[src/sv/prt_pkg.sv]
// Package of the packet reassembly tracker: word types, codes and constants.
// No dependencies; every module of the block imports it.
`timescale 1ns / 1ps

package prt_pkg;

	localparam int unsigned HDR_BYTES      = 6;
	localparam int unsigned POS_W          = 17;
	localparam logic [POS_W-1:0] POS_MAX   = '1;
	localparam int unsigned FIFO_DEPTH_DEF = 4;

	localparam logic [1:0] ERR_NONE      = 2'd0;
	localparam logic [1:0] ERR_LENGTH    = 2'd1;
	localparam logic [1:0] ERR_ID_CHANGE = 2'd2;

	typedef struct packed {
		logic [7:0] data_byte;
		logic       last_of_buffer;
	} in_word_t;

	typedef struct packed {
		logic        accepted;
		logic        message_done;
		logic [1:0]  error_code;
		logic [15:0] message_id;
		logic [15:0] message_size;
		logic [15:0] packet_count;
		logic [15:0] bytes_collected;
	} out_word_t;

	// Summary of one finished buffer, passed from the parser to the tracker.
	typedef struct packed {
		logic        len_ok;
		logic [15:0] id;
		logic [15:0] msize;
		logic [15:0] dsize;
	} buf_summary_t;

endpackage

[src/sv/prt_front.sv]
// Byte parser: gathers the six-byte header and the buffer length, checks the length.
// Depends on prt_pkg; pushes one buf_summary_t per buffer into the queue.
`timescale 1ns / 1ps

module prt_front import prt_pkg::*; (
	input  logic         clk,
	input  logic         arst_n,
	input  logic         in_valid,
	output logic         in_ready,
	input  in_word_t     in_data,
	input  logic         fifo_full,
	output logic         push_valid,
	output buf_summary_t push_data
);

	logic [POS_W-1:0] pos_q;
	logic [47:0]      hdr_q;
	logic [47:0]      hdr_n;
	logic [POS_W-1:0] count;
	logic             accept;

	assign in_ready = !fifo_full;
	assign accept   = in_valid && in_ready;

	always_comb begin
		hdr_n = hdr_q;
		if (pos_q < POS_W'(HDR_BYTES)) begin
			hdr_n[{pos_q[2:0], 3'b000} +: 8] = in_data.data_byte;
		end
		count = (pos_q == POS_MAX) ? pos_q : pos_q + POS_W'(1);
	end

	always_comb begin
		push_data.id     = hdr_n[15:0];
		push_data.msize  = hdr_n[31:16];
		push_data.dsize  = hdr_n[47:32];
		push_data.len_ok = (count >= POS_W'(HDR_BYTES)) &&
			({1'b0, hdr_n[47:32]} == count - POS_W'(HDR_BYTES));
		push_valid = accept && in_data.last_of_buffer;
	end

	always_ff @(posedge clk or negedge arst_n) begin
		if (!arst_n) begin
			pos_q <= '0;
			hdr_q <= '0;
		end else if (accept) begin
			if (in_data.last_of_buffer) begin
				pos_q <= '0;
				hdr_q <= '0;
			end else begin
				pos_q <= count;
				hdr_q <= hdr_n;
			end
		end
	end

endmodule

[src/sv/prt_fifo.sv]
// Short show-ahead queue of buffer summaries between the parser and the tracker.
// Depends on prt_pkg for buf_summary_t.
`timescale 1ns / 1ps

module prt_fifo import prt_pkg::*; #(
	parameter int unsigned DEPTH = FIFO_DEPTH_DEF
) (
	input  logic         clk,
	input  logic         arst_n,
	input  logic         push_valid,
	input  buf_summary_t push_data,
	output logic         full,
	output logic         pop_valid,
	output buf_summary_t pop_data,
	input  logic         pop
);

	localparam int unsigned AW = (DEPTH > 1) ? $clog2(DEPTH) : 1;
	localparam int unsigned CW = $clog2(DEPTH + 1);

	buf_summary_t mem_q [DEPTH];
	logic [AW-1:0] wr_ptr_q;
	logic [AW-1:0] rd_ptr_q;
	logic [CW-1:0] cnt_q;
	logic          do_push;
	logic          do_pop;

	assign full      = (cnt_q == CW'(DEPTH));
	assign pop_valid = (cnt_q != '0);
	assign pop_data  = mem_q[rd_ptr_q];
	assign do_push   = push_valid && !full;
	assign do_pop    = pop && pop_valid;

	always_ff @(posedge clk) begin
		if (do_push) begin
			mem_q[wr_ptr_q] <= push_data;
		end
	end

	always_ff @(posedge clk or negedge arst_n) begin
		if (!arst_n) begin
			wr_ptr_q <= '0;
			rd_ptr_q <= '0;
			cnt_q    <= '0;
		end else begin
			if (do_push) begin
				wr_ptr_q <= (wr_ptr_q == AW'(DEPTH - 1)) ? '0 : wr_ptr_q + AW'(1);
			end
			if (do_pop) begin
				rd_ptr_q <= (rd_ptr_q == AW'(DEPTH - 1)) ? '0 : rd_ptr_q + AW'(1);
			end
			if (do_push && !do_pop) begin
				cnt_q <= cnt_q + CW'(1);
			end else if (do_pop && !do_push) begin
				cnt_q <= cnt_q - CW'(1);
			end
		end
	end

endmodule

[src/sv/prt_back.sv]
// Message tracker: applies each buffer summary to the pending message state
// and drives the registered result word. Depends on prt_pkg.
`timescale 1ns / 1ps

module prt_back import prt_pkg::*; (
	input  logic         clk,
	input  logic         arst_n,
	input  logic         cfg_we,
	input  logic         cfg_wdata,
	input  logic         sum_valid,
	input  buf_summary_t sum_data,
	output logic         sum_pop,
	output logic         out_valid,
	input  logic         out_ready,
	output out_word_t    out_data
);

	logic        clear_on_error_q;
	logic        have_pending_q;
	logic [15:0] pending_id_q;
	logic [15:0] pending_size_q;
	logic [15:0] total_q;
	logic [15:0] packets_q;
	logic        out_valid_q;
	out_word_t   out_q;

	logic        have_n;
	logic [15:0] pid_n;
	logic [15:0] psize_n;
	logic [15:0] total_n;
	logic [15:0] packets_n;
	out_word_t   res;

	logic        id_change;
	logic [15:0] base_total;
	logic [15:0] base_packets;
	logic [15:0] sum_total;
	logic [15:0] sum_packets;

	assign sum_pop   = sum_valid && (!out_valid_q || out_ready);
	assign out_valid = out_valid_q;
	assign out_data  = out_q;

	always_comb begin
		id_change    = have_pending_q && (sum_data.id != pending_id_q);
		// A changed id restarts the message from an empty count.
		base_total   = id_change ? 16'd0 : total_q;
		base_packets = id_change ? 16'd0 : packets_q;
		sum_total    = base_total + sum_data.dsize;
		sum_packets  = (base_packets == 16'hFFFF) ? base_packets : base_packets + 16'd1;

		have_n    = have_pending_q;
		pid_n     = pending_id_q;
		psize_n   = pending_size_q;
		total_n   = total_q;
		packets_n = packets_q;
		res       = '0;

		if (!sum_data.len_ok) begin
			res.error_code = ERR_LENGTH;
			if (clear_on_error_q) begin
				have_n    = 1'b0;
				total_n   = '0;
				packets_n = '0;
			end
		end else if (id_change && (sum_data.msize == total_q)) begin
			// The new buffer closes the old message out and is itself discarded.
			res.accepted     = 1'b1;
			res.message_done = 1'b1;
			res.message_id   = pending_id_q;
			res.message_size = pending_size_q;
			res.packet_count = packets_q;
			have_n    = 1'b0;
			total_n   = '0;
			packets_n = '0;
		end else begin
			res.accepted   = !id_change;
			res.error_code = id_change ? ERR_ID_CHANGE : ERR_NONE;
			have_n    = 1'b1;
			pid_n     = sum_data.id;
			psize_n   = sum_data.msize;
			total_n   = sum_total;
			packets_n = sum_packets;
			if (sum_total == sum_data.msize) begin
				res.message_done = 1'b1;
				res.message_id   = sum_data.id;
				res.message_size = sum_data.msize;
				res.packet_count = sum_packets;
				have_n    = 1'b0;
				total_n   = '0;
				packets_n = '0;
			end
		end
		res.bytes_collected = total_n;
	end

	always_ff @(posedge clk or negedge arst_n) begin
		if (!arst_n) begin
			clear_on_error_q <= 1'b1;
		end else if (cfg_we) begin
			clear_on_error_q <= cfg_wdata;
		end
	end

	always_ff @(posedge clk or negedge arst_n) begin
		if (!arst_n) begin
			have_pending_q <= 1'b0;
			pending_id_q   <= '0;
			pending_size_q <= '0;
			total_q        <= '0;
			packets_q      <= '0;
			out_valid_q    <= 1'b0;
		end else begin
			if (sum_pop) begin
				have_pending_q <= have_n;
				pending_id_q   <= pid_n;
				pending_size_q <= psize_n;
				total_q        <= total_n;
				packets_q      <= packets_n;
				out_valid_q    <= 1'b1;
			end else if (out_ready) begin
				out_valid_q <= 1'b0;
			end
		end
	end

	always_ff @(posedge clk) begin
		if (sum_pop) begin
			out_q <= res;
		end
	end

endmodule

[src/sv/packet_reassembly_tracker_core.sv]
// Packet reassembly tracker: one byte word accepted per cycle unless the
// summary queue is full; a buffer's result word is registered by the tracker.
// Parser, queue and tracker each take one step per cycle unless stalled.
// Reset (arst_n, asynchronous) empties the queue, clears all message state
// and sets clear_on_error to 1.
`timescale 1ns / 1ps

module packet_reassembly_tracker_core import prt_pkg::*; #(
	parameter int unsigned FIFO_DEPTH = FIFO_DEPTH_DEF
) (
	input  logic      clk,
	input  logic      arst_n,
	input  logic      cfg_we,
	input  logic      cfg_wdata,
	input  logic      in_valid,
	output logic      in_ready,
	input  in_word_t  in_data,
	output logic      out_valid,
	input  logic      out_ready,
	output out_word_t out_data
);

	logic         push_valid;
	buf_summary_t push_data;
	logic         fifo_full;
	logic         sum_valid;
	buf_summary_t sum_data;
	logic         sum_pop;

	prt_front u_front (
		.clk        (clk),
		.arst_n     (arst_n),
		.in_valid   (in_valid),
		.in_ready   (in_ready),
		.in_data    (in_data),
		.fifo_full  (fifo_full),
		.push_valid (push_valid),
		.push_data  (push_data)
	);

	prt_fifo #(
		.DEPTH (FIFO_DEPTH)
	) u_fifo (
		.clk        (clk),
		.arst_n     (arst_n),
		.push_valid (push_valid),
		.push_data  (push_data),
		.full       (fifo_full),
		.pop_valid  (sum_valid),
		.pop_data   (sum_data),
		.pop        (sum_pop)
	);

	prt_back u_back (
		.clk       (clk),
		.arst_n    (arst_n),
		.cfg_we    (cfg_we),
		.cfg_wdata (cfg_wdata),
		.sum_valid (sum_valid),
		.sum_data  (sum_data),
		.sum_pop   (sum_pop),
		.out_valid (out_valid),
		.out_ready (out_ready),
		.out_data  (out_data)
	);

endmodule

[config.mk]
export PLATFORM = sky130hd
export DESIGN_NAME = packet_reassembly_tracker_core
export DESIGN_NICKNAME = d
export VERILOG_FILES = /design/src/sv/prt_pkg.sv /design/src/sv/prt_front.sv /design/src/sv/prt_fifo.sv /design/src/sv/prt_back.sv /design/src/sv/packet_reassembly_tracker_core.sv
export SDC_FILE = /design/constraint.sdc
export NUM_CORES = 1
export LEC_CHECK = 0
export ABC_CLOCK_PERIOD_IN_PS = 13300
export BUFFER_PORTS_ARGS = -buffer_cell sky130_fd_sc_hd__buf_2
export CORE_UTILIZATION = 30
export DETAILED_ROUTE_END_ITERATION = 7
export MAX_ROUTING_LAYER = met4
export PLACE_DENSITY = 0.52
export SLEW_MARGIN = 40
export SYNTH_ARGS = -nofsm -noshare
export SYNTH_HDL_FRONTEND = slang
export SYNTH_HIERARCHICAL = 1
export SYNTH_SLANG_ARGS = --single-unit
[constraint.sdc]
create_clock -name clk -period 13.3 [get_ports clk]
set_input_delay 2.66 -clock clk [delete_from_list [all_inputs] [get_ports clk]]
set_output_delay 2.66 -clock clk [all_outputs]
set_load 0.02 [all_outputs]
Word level (Yosys, flattened, before mapping)
Memory sizes are Yosys's and may differ from the RTL's.
Cells that the tools add are included.
{"block": "op_classes", "magnitude_cmp": 2, "reduce_logical": 23, "n_addsub": 9, "n_mux": 34, "n_bitwise": 2, "n_eq_ne": 9, "n_shift": 2}
{"operator": "two-way mux 48 bit", "n": 4}
{"operator": "two-way mux 16 bit", "n": 11}
{"operator": "bitwise mux 48 bit", "n": 1}
{"operator": "variable shift 8 x 8 -> 48 bit, first input constant", "n": 1}
{"operator": "indexed part select 8 x 8 -> 48 bit", "n": 1}
{"operator": "two-way mux 17 bit", "n": 2}
{"operator": "equality test 16 bit", "n": 2}
{"operator": "adder 17 x 1 -> 17 bit, second input constant", "n": 1}
{"operator": "equality test 16 x 17 -> 1 bit", "n": 1}
{"operator": "equality test 17 bit, second input constant", "n": 1}
{"operator": ">= comparator 17 x 3 -> 1 bit, second input constant", "n": 1}
{"operator": "< comparator 17 x 3 -> 1 bit, second input constant", "n": 1}
{"operator": "subtractor 17 x 3 -> 17 bit, second input constant", "n": 1}
{"operator": "adder 16 x 1 -> 16 bit, second input constant", "n": 1}
{"operator": "adder 16 bit", "n": 1}
{"operator": "equality test 16 bit, second input constant", "n": 1}
{"operator": "inequality test 16 bit", "n": 1}
{"operator": "logical AND 1 bit", "n": 10}
{"operator": "two-way mux 1 bit", "n": 10}
{"operator": "two-way mux 2 bit", "n": 4}
{"operator": "negator 6 -> 8 bit", "n": 1}
{"operator": "two-way mux 3 bit", "n": 2}
{"operator": "nonzero test 2 bit", "n": 3}
{"operator": "zero test 1 bit", "n": 5}
{"operator": "11 further kinds", "n": 14}
{"block": "word_totals", "reg_bits": 207, "wordCells": 102, "ram_bits": 196, "output_inout_bits": 70, "mem_count": 1}
{"name": "u_fifo.mem_q", "depth": 4, "width": 49, "rd": 1, "rd_clocked_by_memory_dff": 0, "write_ports": 1, "line_no": "prt_fifo.sv:21", "text": "buf_summary_t mem_q [DEPTH];"}

Depth between registers and ports, before layout
Gate-level depths: netlist of run 1.
{"block": "depth", "ltp_word": 9, "mapped_depth": 24, "depth_no_buf": 17}

Cells and area by module
The synthesis of run 1 kept the hierarchy.
{"module": "prt_back", "n_inst": 1, "area_per_inst_um2": 7623.6, "cells_per_inst": 712, "seq_area_each_um2": 3719.8}
{"module": "prt_fifo", "n_inst": 1, "area_per_inst_um2": 7588.5, "cells_per_inst": 294, "seq_area_each_um2": 6060.8}
{"module": "prt_front", "n_inst": 1, "area_per_inst_um2": 4399.2, "cells_per_inst": 473, "seq_area_each_um2": 1626.6}

Worst setup path after synthesis of run 1
Ideal clock, no wire load.
{"block": "synth_path", "kind": "input -> register", "from": "in out_ready", "to": "reg u_fifo.cnt_q[1]", "path_buffers": 0, "setup_slack_ns": 7.588, "stages": 7, "setup_ns": 0.125, "required_ns": 13.175, "t_arrival_ns": 5.587, "cell_sequence": "nand2b_1 -> and2_1 -> nand2_2 -> ha_1 -> inv_1 -> fa_1 -> mux2_2"}
{"block": "synth_between", "elab_chain_len": 6, "elab_cells_between_ends": 8, "cone_classes": "mux (1); reduce/logical (7)"}
{"element": "start, declared", "line_no": "packet_reassembly_tracker_core.sv:19", "text": "input logic out_ready,"}
{"element": "logical OR 1 bit (*)", "line_no": "prt_back.sv:40", "text": "assign sum_pop = sum_valid && (!out_valid_q || out_ready);"}
{"element": "logical AND 1 bit (*)", "line_no": "prt_back.sv:40"}
{"element": "net sum_pop", "line_no": "packet_reassembly_tracker_core.sv:28", "text": "logic sum_pop;"}
{"element": "logical AND 1 bit (*)", "line_no": "prt_fifo.sv:32", "text": "assign do_pop = pop && pop_valid;"}
{"element": "zero test 1 bit", "line_no": "prt_fifo.sv:52", "text": "if (do_push && !do_pop) begin"}
{"element": "logical AND 1 bit", "line_no": "prt_fifo.sv:52"}
{"element": "two-way mux 3 bit or nonzero test 2 bit (tied branches)"}
{"element": "end signal, assigned", "line_no": "prt_fifo.sv:53", "text": "cnt_q <= cnt_q + CW'(1);"}
{"element": "end signal, assigned", "line_no": "prt_fifo.sv:55", "text": "cnt_q <= cnt_q - CW'(1);"}
{"element": "end, declared", "line_no": "prt_fifo.sv:24", "text": "logic [CW-1:0] cnt_q;"}
Mark *: on every way through the listed nets, which the timed path passes. The rest lies on a longest branch.
A chain may end at the register's enable or synchronous reset.

==> impl_metrics.tcl, run 1 <==
set metrics [dict create \
    status "completed" \
    grt_overflow 0 \
    cts_max_level 2 \
    crit_chain "buf_4 -> mux4_2 -> xnor2_1 -> nand4_1 -> o41ai_2 -> buf_4 -> and2_1 -> ha_1 -> fa_1 -> a211oi_1 -> o21ai_0 -> nand2b_1 -> a32oi_1 -> xor2_1 -> xor2_1 -> nor4_4 -> and2_1 -> buf_4 -> a22o_1" \
    synth-edff-count 264 \
    hold_ws_ns 0.4769 \
    grt_pass1_wl_mm 77.40 \
    yosys_warnings 6 \
    cts.sinks 403 \
    syn-cell-area_um2 19610 \
    tritoncts "yes" \
    viasPerCell 5.122 \
    cp.required_ns 13.72 \
    ys_ff_latch 403 \
    synthCells 1479 \
    dp_hpwl_mm 34.37 \
    gp_congestion 0.9139 \
    critPathLaunchType "register" \
    r2r_start "u_fifo/rd_ptr_q[1]$_DFFE_PN0P_" \
    tightest_slew_ns 0.8212 \
    route.detailed.drc 0 \
    num_vias 12490 \
    post-place-ws_ns 6.826 \
    hold_buffers 0 \
    reg2regPathDepth 19 \
    cp_data_arrival_time_ns 6.92 \
    synth_cell_types 93 \
    grt_max_degree 61 \
    layout-drive-gt1-share_pct 21.17 \
    max_stage_delay_ns 0.60 \
    hold_class "register to register" \
    mostFrequentLayoutCell "edfxtp_1" \
    min_period_over_period_pct 48.88 \
    path_max_fanout 50 \
    path_depth 19 \
    total_leakage_power_uw 0.008424 \
    finalHoldViolCount 0 \
    rsz0062_at_grt "false" \
    die_y_um 257.7 \
    drtIter0Drc 784 \
    insertion_delay_ns 0.58 \
    grt_pass1_vias 12520 \
    finalCriticalPeriod_ns 6.501 \
    core_um2 64460 \
    slowest_stage "buf_4" \
    synthesis.nets 1522 \
    final-setup-viol-count 0 \
    track_usage_pct 15.60 \
    worstHoldStart "u_front/hdr_q[45]$_DFFE_PN0P_" \
    tns_ns 0 \
    fin_nets 1584 \
    cp-startpoint "u_fifo/rd_ptr_q[1]$_DFFE_PN0P_" \
    path_class "register to register" \
    ant_nets 0 \
    cp_num_buf_inv 3 \
    fmax_mhz 153.8 \
    fp-row-count 93 \
    ys.flop_type "edfxtp_1" \
    root_buffer "clkbuf_16" \
    power.density_nw_per_um2 222.4 \
    grt_antenna_before_repair 4 \
    cap_viol_max_count 0 \
    cts_buffers 45 \
    crit_path_end_kind "register" \
    die_w_um 257.7 \
    portBuffers 84 \
    final_cell_mix "edfxtp_1, dfrtp_1, nand2_1, buf_2, a22o_1" \
    initial_core_util_pct 30.42 \
    synth_seq_area_share_pct 58.17 \
    ios 85 \
    cts_resized 0 \
    clk_pin_slew_worst_paths_ns 0.06 \
    dr.pass1.iters 5 \
    drv_slew 0 \
    wl_per_cell_um 20.75 \
    cp_common_cell "buf_4" \
    wirelength_mm 50.59 \
    vdd_drop_max_uv 92.10 \
    max-clock-path-buffers 3 \
    die-area_um2 66400 \
    finalClockSkew_ns 0.02129 \
    postSynthAreaPerCell_um2 13.26 \
    synthArstFlopShare_pct 34.49 \
    worst_slack_ns 6.799 \
    slew_headroom_pct 45.14 \
    post_cts_buffers 0 \
    whs_path_depth 2 \
    flow.area_growth_from_synthesis_pct 13.37 \
    crit_family "compound AO/OA/AOI/OAI gates" \
]
## synth_stat cells, drive strengths merged, types with 14 or more instances
cell type | count | area [um^2]
mux2 | 62 | 705.7
nand2 | 131 | 494.2
and2 | 31 | 193.9
clkbuf | 46 | 175.2
nor3 | 27 | 151.4
inv | 37 | 138.9
nand3 | 39 | 200.2
nand4 | 27 | 183.9
o21ai | 74 | 370.4
a22o | 80 | 700.7
dfrtp | 138 | 3453
nor2 | 55 | 209.0
buf | 43 | 354.1
mux4 | 49 | 1107
a21oi | 40 | 211.5
ha | 26 | 325.3
and3 | 18 | 113.9
xor2 | 25 | 219.0
xnor2 | 65 | 569.3
nor4 | 23 | 225.2
edfxtp | 264 | 7928
mux2i | 14 | 152.6
## cells by family (layout without fill, tap and decap cells)
family                   count (synthesis)  count (layout)  share of synthesized area [%]
XOR/XNOR                                92              92                          4.249
AND/OR/NAND/NOR                        395             395                          10.80
multiplexers                           125             125                          10.02
flip-flops                             403             403                          58.17
adder cells (fa/ha/maj)                 28              28                          1.863
other                                    0               5                              0
AO/OA/AOI/OAI                          310             310                          11.49
buffers and inverters                  126             225                          3.407
## worst paths after layout
check	endpoint	slack, ns
setup reg to reg	u_back/out_data[56]$_SDFFCE_PN0P_	6.80
setup / recovery	u_back/out_data[56]$_SDFFCE_PN0P_	6.80
min in group asynchronous	u_back/total_q[0]$_DFFE_PN0P_	2.05
hold / removal	u_front/hdr_q[45]$_DFFE_PN0P_	0.48
max in group asynchronous	u_front/pos_q[10]$_DFFE_PN0P_	9.52
hold reg to reg	u_front/hdr_q[45]$_DFFE_PN0P_	0.48
## tightest hold or removal path: cells and delay by family, from the launching register on
family	cells	cell delay (ns)
flops	1	0.34
compound gates	1	0.06
simple gates	1	0.05
## stage by stage
stage / util, % / instance area [um^2] / power, uW / std cells
6_report: 34.49 / 22230 / 4945 / 2438
5_1_grt: 34.49 / 22230 / 5229 / 2437
4_1_cts: 34.47 / 22220 / 5000 / 2433
3_5_place_dp: 32.31 / 20830 / 3805 / 2349
3_3_place_gp: 32.16 / 20730 / 3768 / 2344
2_1_floorplan: - / 19610 / 3251 / 1479
## area by class of cell
type,count,area [um^2]
diodes,5,12.51
clock buffers,59,1209
clock inverters,25,180.2
fillers,6360,42230
inverters,37,138.9
multi-input cells,950,7577
flip-flops and latches,403,11410
well taps,855,1070
repair buffers,104,634.4
## layer usage
layer	share of wire, %	GRT usage (%)	vias to the layer above
met2	47	24.57	288
met1	46	20.83	6351
met4	2.2	4.586	0
met3	4.4	2.287	61
li1	-	-	5787
met5	0	-	-
## where the power goes
part | leakage (uW) | internal, uW | switching (uW)
combinational | 0.00340 | 761 | 1200
sequential | 0.00434 | 1660 | 152
clock | 0.000679 | 663 | 507
## state kept, by name (all words and copies together) (netlist names)
register / cells
u_fifo/mem_q: 196
u_back/out_valid: 1
u_back/clear_on_error_q: 1
u_fifo/rd_ptr_q: 2
u_back/pending_size_q: 16
u_front/pos_q: 17
u_front/hdr_q: 48
u_back/packets_q: 16
u_back/pending_id_q: 16
u_back/out_data: 68
u_back/total_q: 16
u_back/have_pending_q: 1
u_fifo/wr_ptr_q: 2
u_fifo/cnt_q: 3
(Power assumes the default switching activity.)
==> run 2: changes to the inputs <==
ABC_CLOCK_PERIOD_IN_PS = 6560   (was 13300)
clock period = 6.56 ns   (was 13.3 ns; I/O delays follow)
==> impl_metrics.tcl, run 2 (synthesized netlist as in run 1, its figures left out) <==
set metrics [dict create \
    path_max_fanout 22 \
    cp.required_ns 7.06 \
    grt_overflow 0 \
    tritoncts "yes" \
    path_class "register to register" \
    post-place-ws_ns 0.6160 \
    min_period_over_period_pct 89.91 \
    rsz0062_at_grt "false" \
    mostFrequentLayoutCell "edfxtp_1" \
    ios 85 \
    slowest_stage "dfrtp_4" \
    cp_data_arrival_time_ns 6.40 \
    portBuffers 84 \
    vdd_drop_max_uv 203.2 \
    pwr-share-comb_pct 39.3 \
    crit_path_end_kind "register" \
    cp-startpoint "u_fifo/rd_ptr_q[0]$_DFFE_PN0P_" \
    total_leakage_power_uw 0.008456 \
    p_seq_share_pct 36.8 \
    hold_class "register to register" \
    status "completed" \
    track_usage_pct 15.60 \
    cp_common_cell "xor2_1" \
    grt_max_degree 60 \
    clk_pin_slew_worst_paths_ns 0.06 \
    slew_headroom_pct 45.36 \
    fin_nets 1588 \
    cts.sinks 403 \
    tns_ns 0 \
    grt_antenna_before_repair 5 \
    gp_congestion 0.8532 \
    layout-drive-gt1-share_pct 21.32 \
    core_um2 64460 \
    p_sw_uw 3750 \
    cts_buffers 44 \
    dr.pass1.iters 5 \
    final_cell_mix "edfxtp_1, dfrtp_1, nand2_1, buf_2, a22o_1" \
    power.density_nw_per_um2 451.6 \
    root_buffer "clkbuf_16" \
    stdcell_area_um2 22300 \
    die-area_um2 66400 \
    post_cts_buffers 0 \
    die_w_um 257.7 \
    p_sw_share_pct 37.23 \
    worstHoldStart "u_front/hdr_q[46]$_DFFE_PN0P_" \
    r2r-end "u_back/packets_q[3]$_DFFE_PN0P_" \
    grt_pass1_vias 12310 \
    max_stage_delay_ns 0.70 \
    dp.cells 2353 \
    finalClockSkew_ns 0.03042 \
    viasPerCell 5.092 \
    crit_family "simple AND/OR/NAND/NOR gates" \
    critPathLaunchType "register" \
    finalCriticalPeriod_ns 5.898 \
    grt_pass1_wl_mm 76.94 \
    cts_max_level 2 \
    top_register "u_fifo/mem_q" \
    worst_slack_ns 0.6620 \
    ant_nets 0 \
    route.detailed.drc 0 \
    max-clock-path-buffers 3 \
    largest_reg_flops 196 \
    tightest_slew_ns 0.8196 \
    fmax_mhz 169.5 \
    finalHoldViolCount 0 \
    drtIter0Drc 832 \
    die_y_um 257.7 \
    r2r_start "u_fifo/rd_ptr_q[0]$_DFFE_PN0P_" \
    dp_hpwl_mm 34.74 \
    hold_path_end "u_front/hdr_q[46]$_DFFE_PN0P_" \
    crit_chain "mux4_2 -> xnor2_1 -> nand4_1 -> o41ai_2 -> buf_4 -> and2_1 -> ha_1 -> fa_1 -> a211oi_1 -> o21ai_0 -> nand2b_1 -> a32oi_1 -> xor2_1 -> xor2_1 -> nor4_4 -> nor3_4 -> buf_6 -> and3_1 -> a22o_1" \
    p_int_uw 6323 \
    cp_num_buf_inv 2 \
    clockPowerShare_pct 23.9 \
    fp-row-count 93 \
    reg2regPathDepth 19 \
    hold_buffers 0 \
    wl_per_cell_um 20.58 \
    wirelength_mm 50.25 \
    drv_slew 0 \
    cap_viol_max_count 0 \
    cts_resized 0 \
    placed_area_um2 20860 \
    whs_path_depth 2 \
    r2r_slack_ns 0.66 \
    final-setup-viol-count 0 \
    insertion_delay_ns 0.58 \
    final_cells 2441 \
    initial_core_util_pct 30.42 \
    flow.area_growth_from_synthesis_pct 13.73 \
    num_vias 12430 \
]
## run 2: changes by cell type in the layout (fill, tap and decap cells not counted)
cell / previous run / this run
and2_2: 0 / 1
and2_4: 5 / 4
buf_4: 15 / 18
buf_6: 1 / 2
buf_8: 1 / 2
bufinv_16: 1 / 2
clkbuf_1: 11 / 12
clkbuf_8: 3 / 6
clkinv_2: 11 / 6
clkinv_4: 1 / 0
clkinv_8: 2 / 0
inv_6: 1 / 2
nor3_1: 25 / 24
nor3_2: 1 / 2
## run 2: worst max-delay path by stage
| stage | slack (ns) | endpoint | cells past startpoint |
|---|---|---|---|
| 4_1_cts | 0.60 | u_back/packets_q[3]$_DFFE_PN0P_ | 19 |
| 6_report | 0.66 | u_back/packets_q[3]$_DFFE_PN0P_ | 19 |
| 5_1_grt | 0.17 | u_back/packets_q[3]$_DFFE_PN0P_ | 19 |
| 3_3_place_gp | 0.49 | u_back/packets_q[4]$_DFFE_PN0P_ | 18 |
| 3_5_place_dp | 0.62 | u_back/packets_q[4]$_DFFE_PN0P_ | 19 |
| 2_1_floorplan | 0.92 | u_back/out_data[0]$_DFFE_PP_ | 23 |
## run 2: tightest hold or removal path: cells and delay by family, from the launching register on
family / cells / cell delay, ns
and+or+nand+nor: 1 / 0.05
DFF: 1 / 0.34
AOI/OAI and AO/OA: 1 / 0.06
## run 2: per-layer routing
layer | GRT usage, % | part of all wire, %
met1 | 21.04 | 47
met2 | 24.07 | 46
met3 | 2.778 | 5.0
met5 | - | 0
met4 | 4.339 | 2.1
## run 2: power groups by stage
stage	Sequential, uW	Combinational [uW]	Clock (uW)
2_1_floorplan	3790	2800	0
3_3_place_gp	3760	3900	0
3_5_place_dp	3760	3970	0
4_1_cts	3710	3980	2480
5_1_grt	3770	4290	2580
6_report	3710	3950	2410
## run 2: through the flow
| stage | hold slack [ns] | total power [uW] | utilization [%] |
|---|---|---|---|
| final | 0.4806 | 10070 | 34.60 |
| after global routing | 0.5082 | 10640 | 34.60 |
| after CTS | 0.4835 | 10180 | 34.54 |
| after detailed placement | 0.4704 | 7731 | 32.36 |
| after global placement | 0.4613 | 7652 | 32.26 |
| after floorplan | 0.4493 | 6591 | - |
## run 2: layout make-up
| type | instances | area [um^2] |
|---|---|---|
| clock inverters | 19 | 152.6 |
| flip-flops and latches | 403 | 11410 |
| multi-input cells | 950 | 7581 |
| diodes | 5 | 12.51 |
| repair buffers | 109 | 683.2 |
| inverters | 37 | 138.9 |
| clock buffers | 63 | 1254 |
| fillers | 6356 | 42160 |
| well taps | 855 | 1070 |
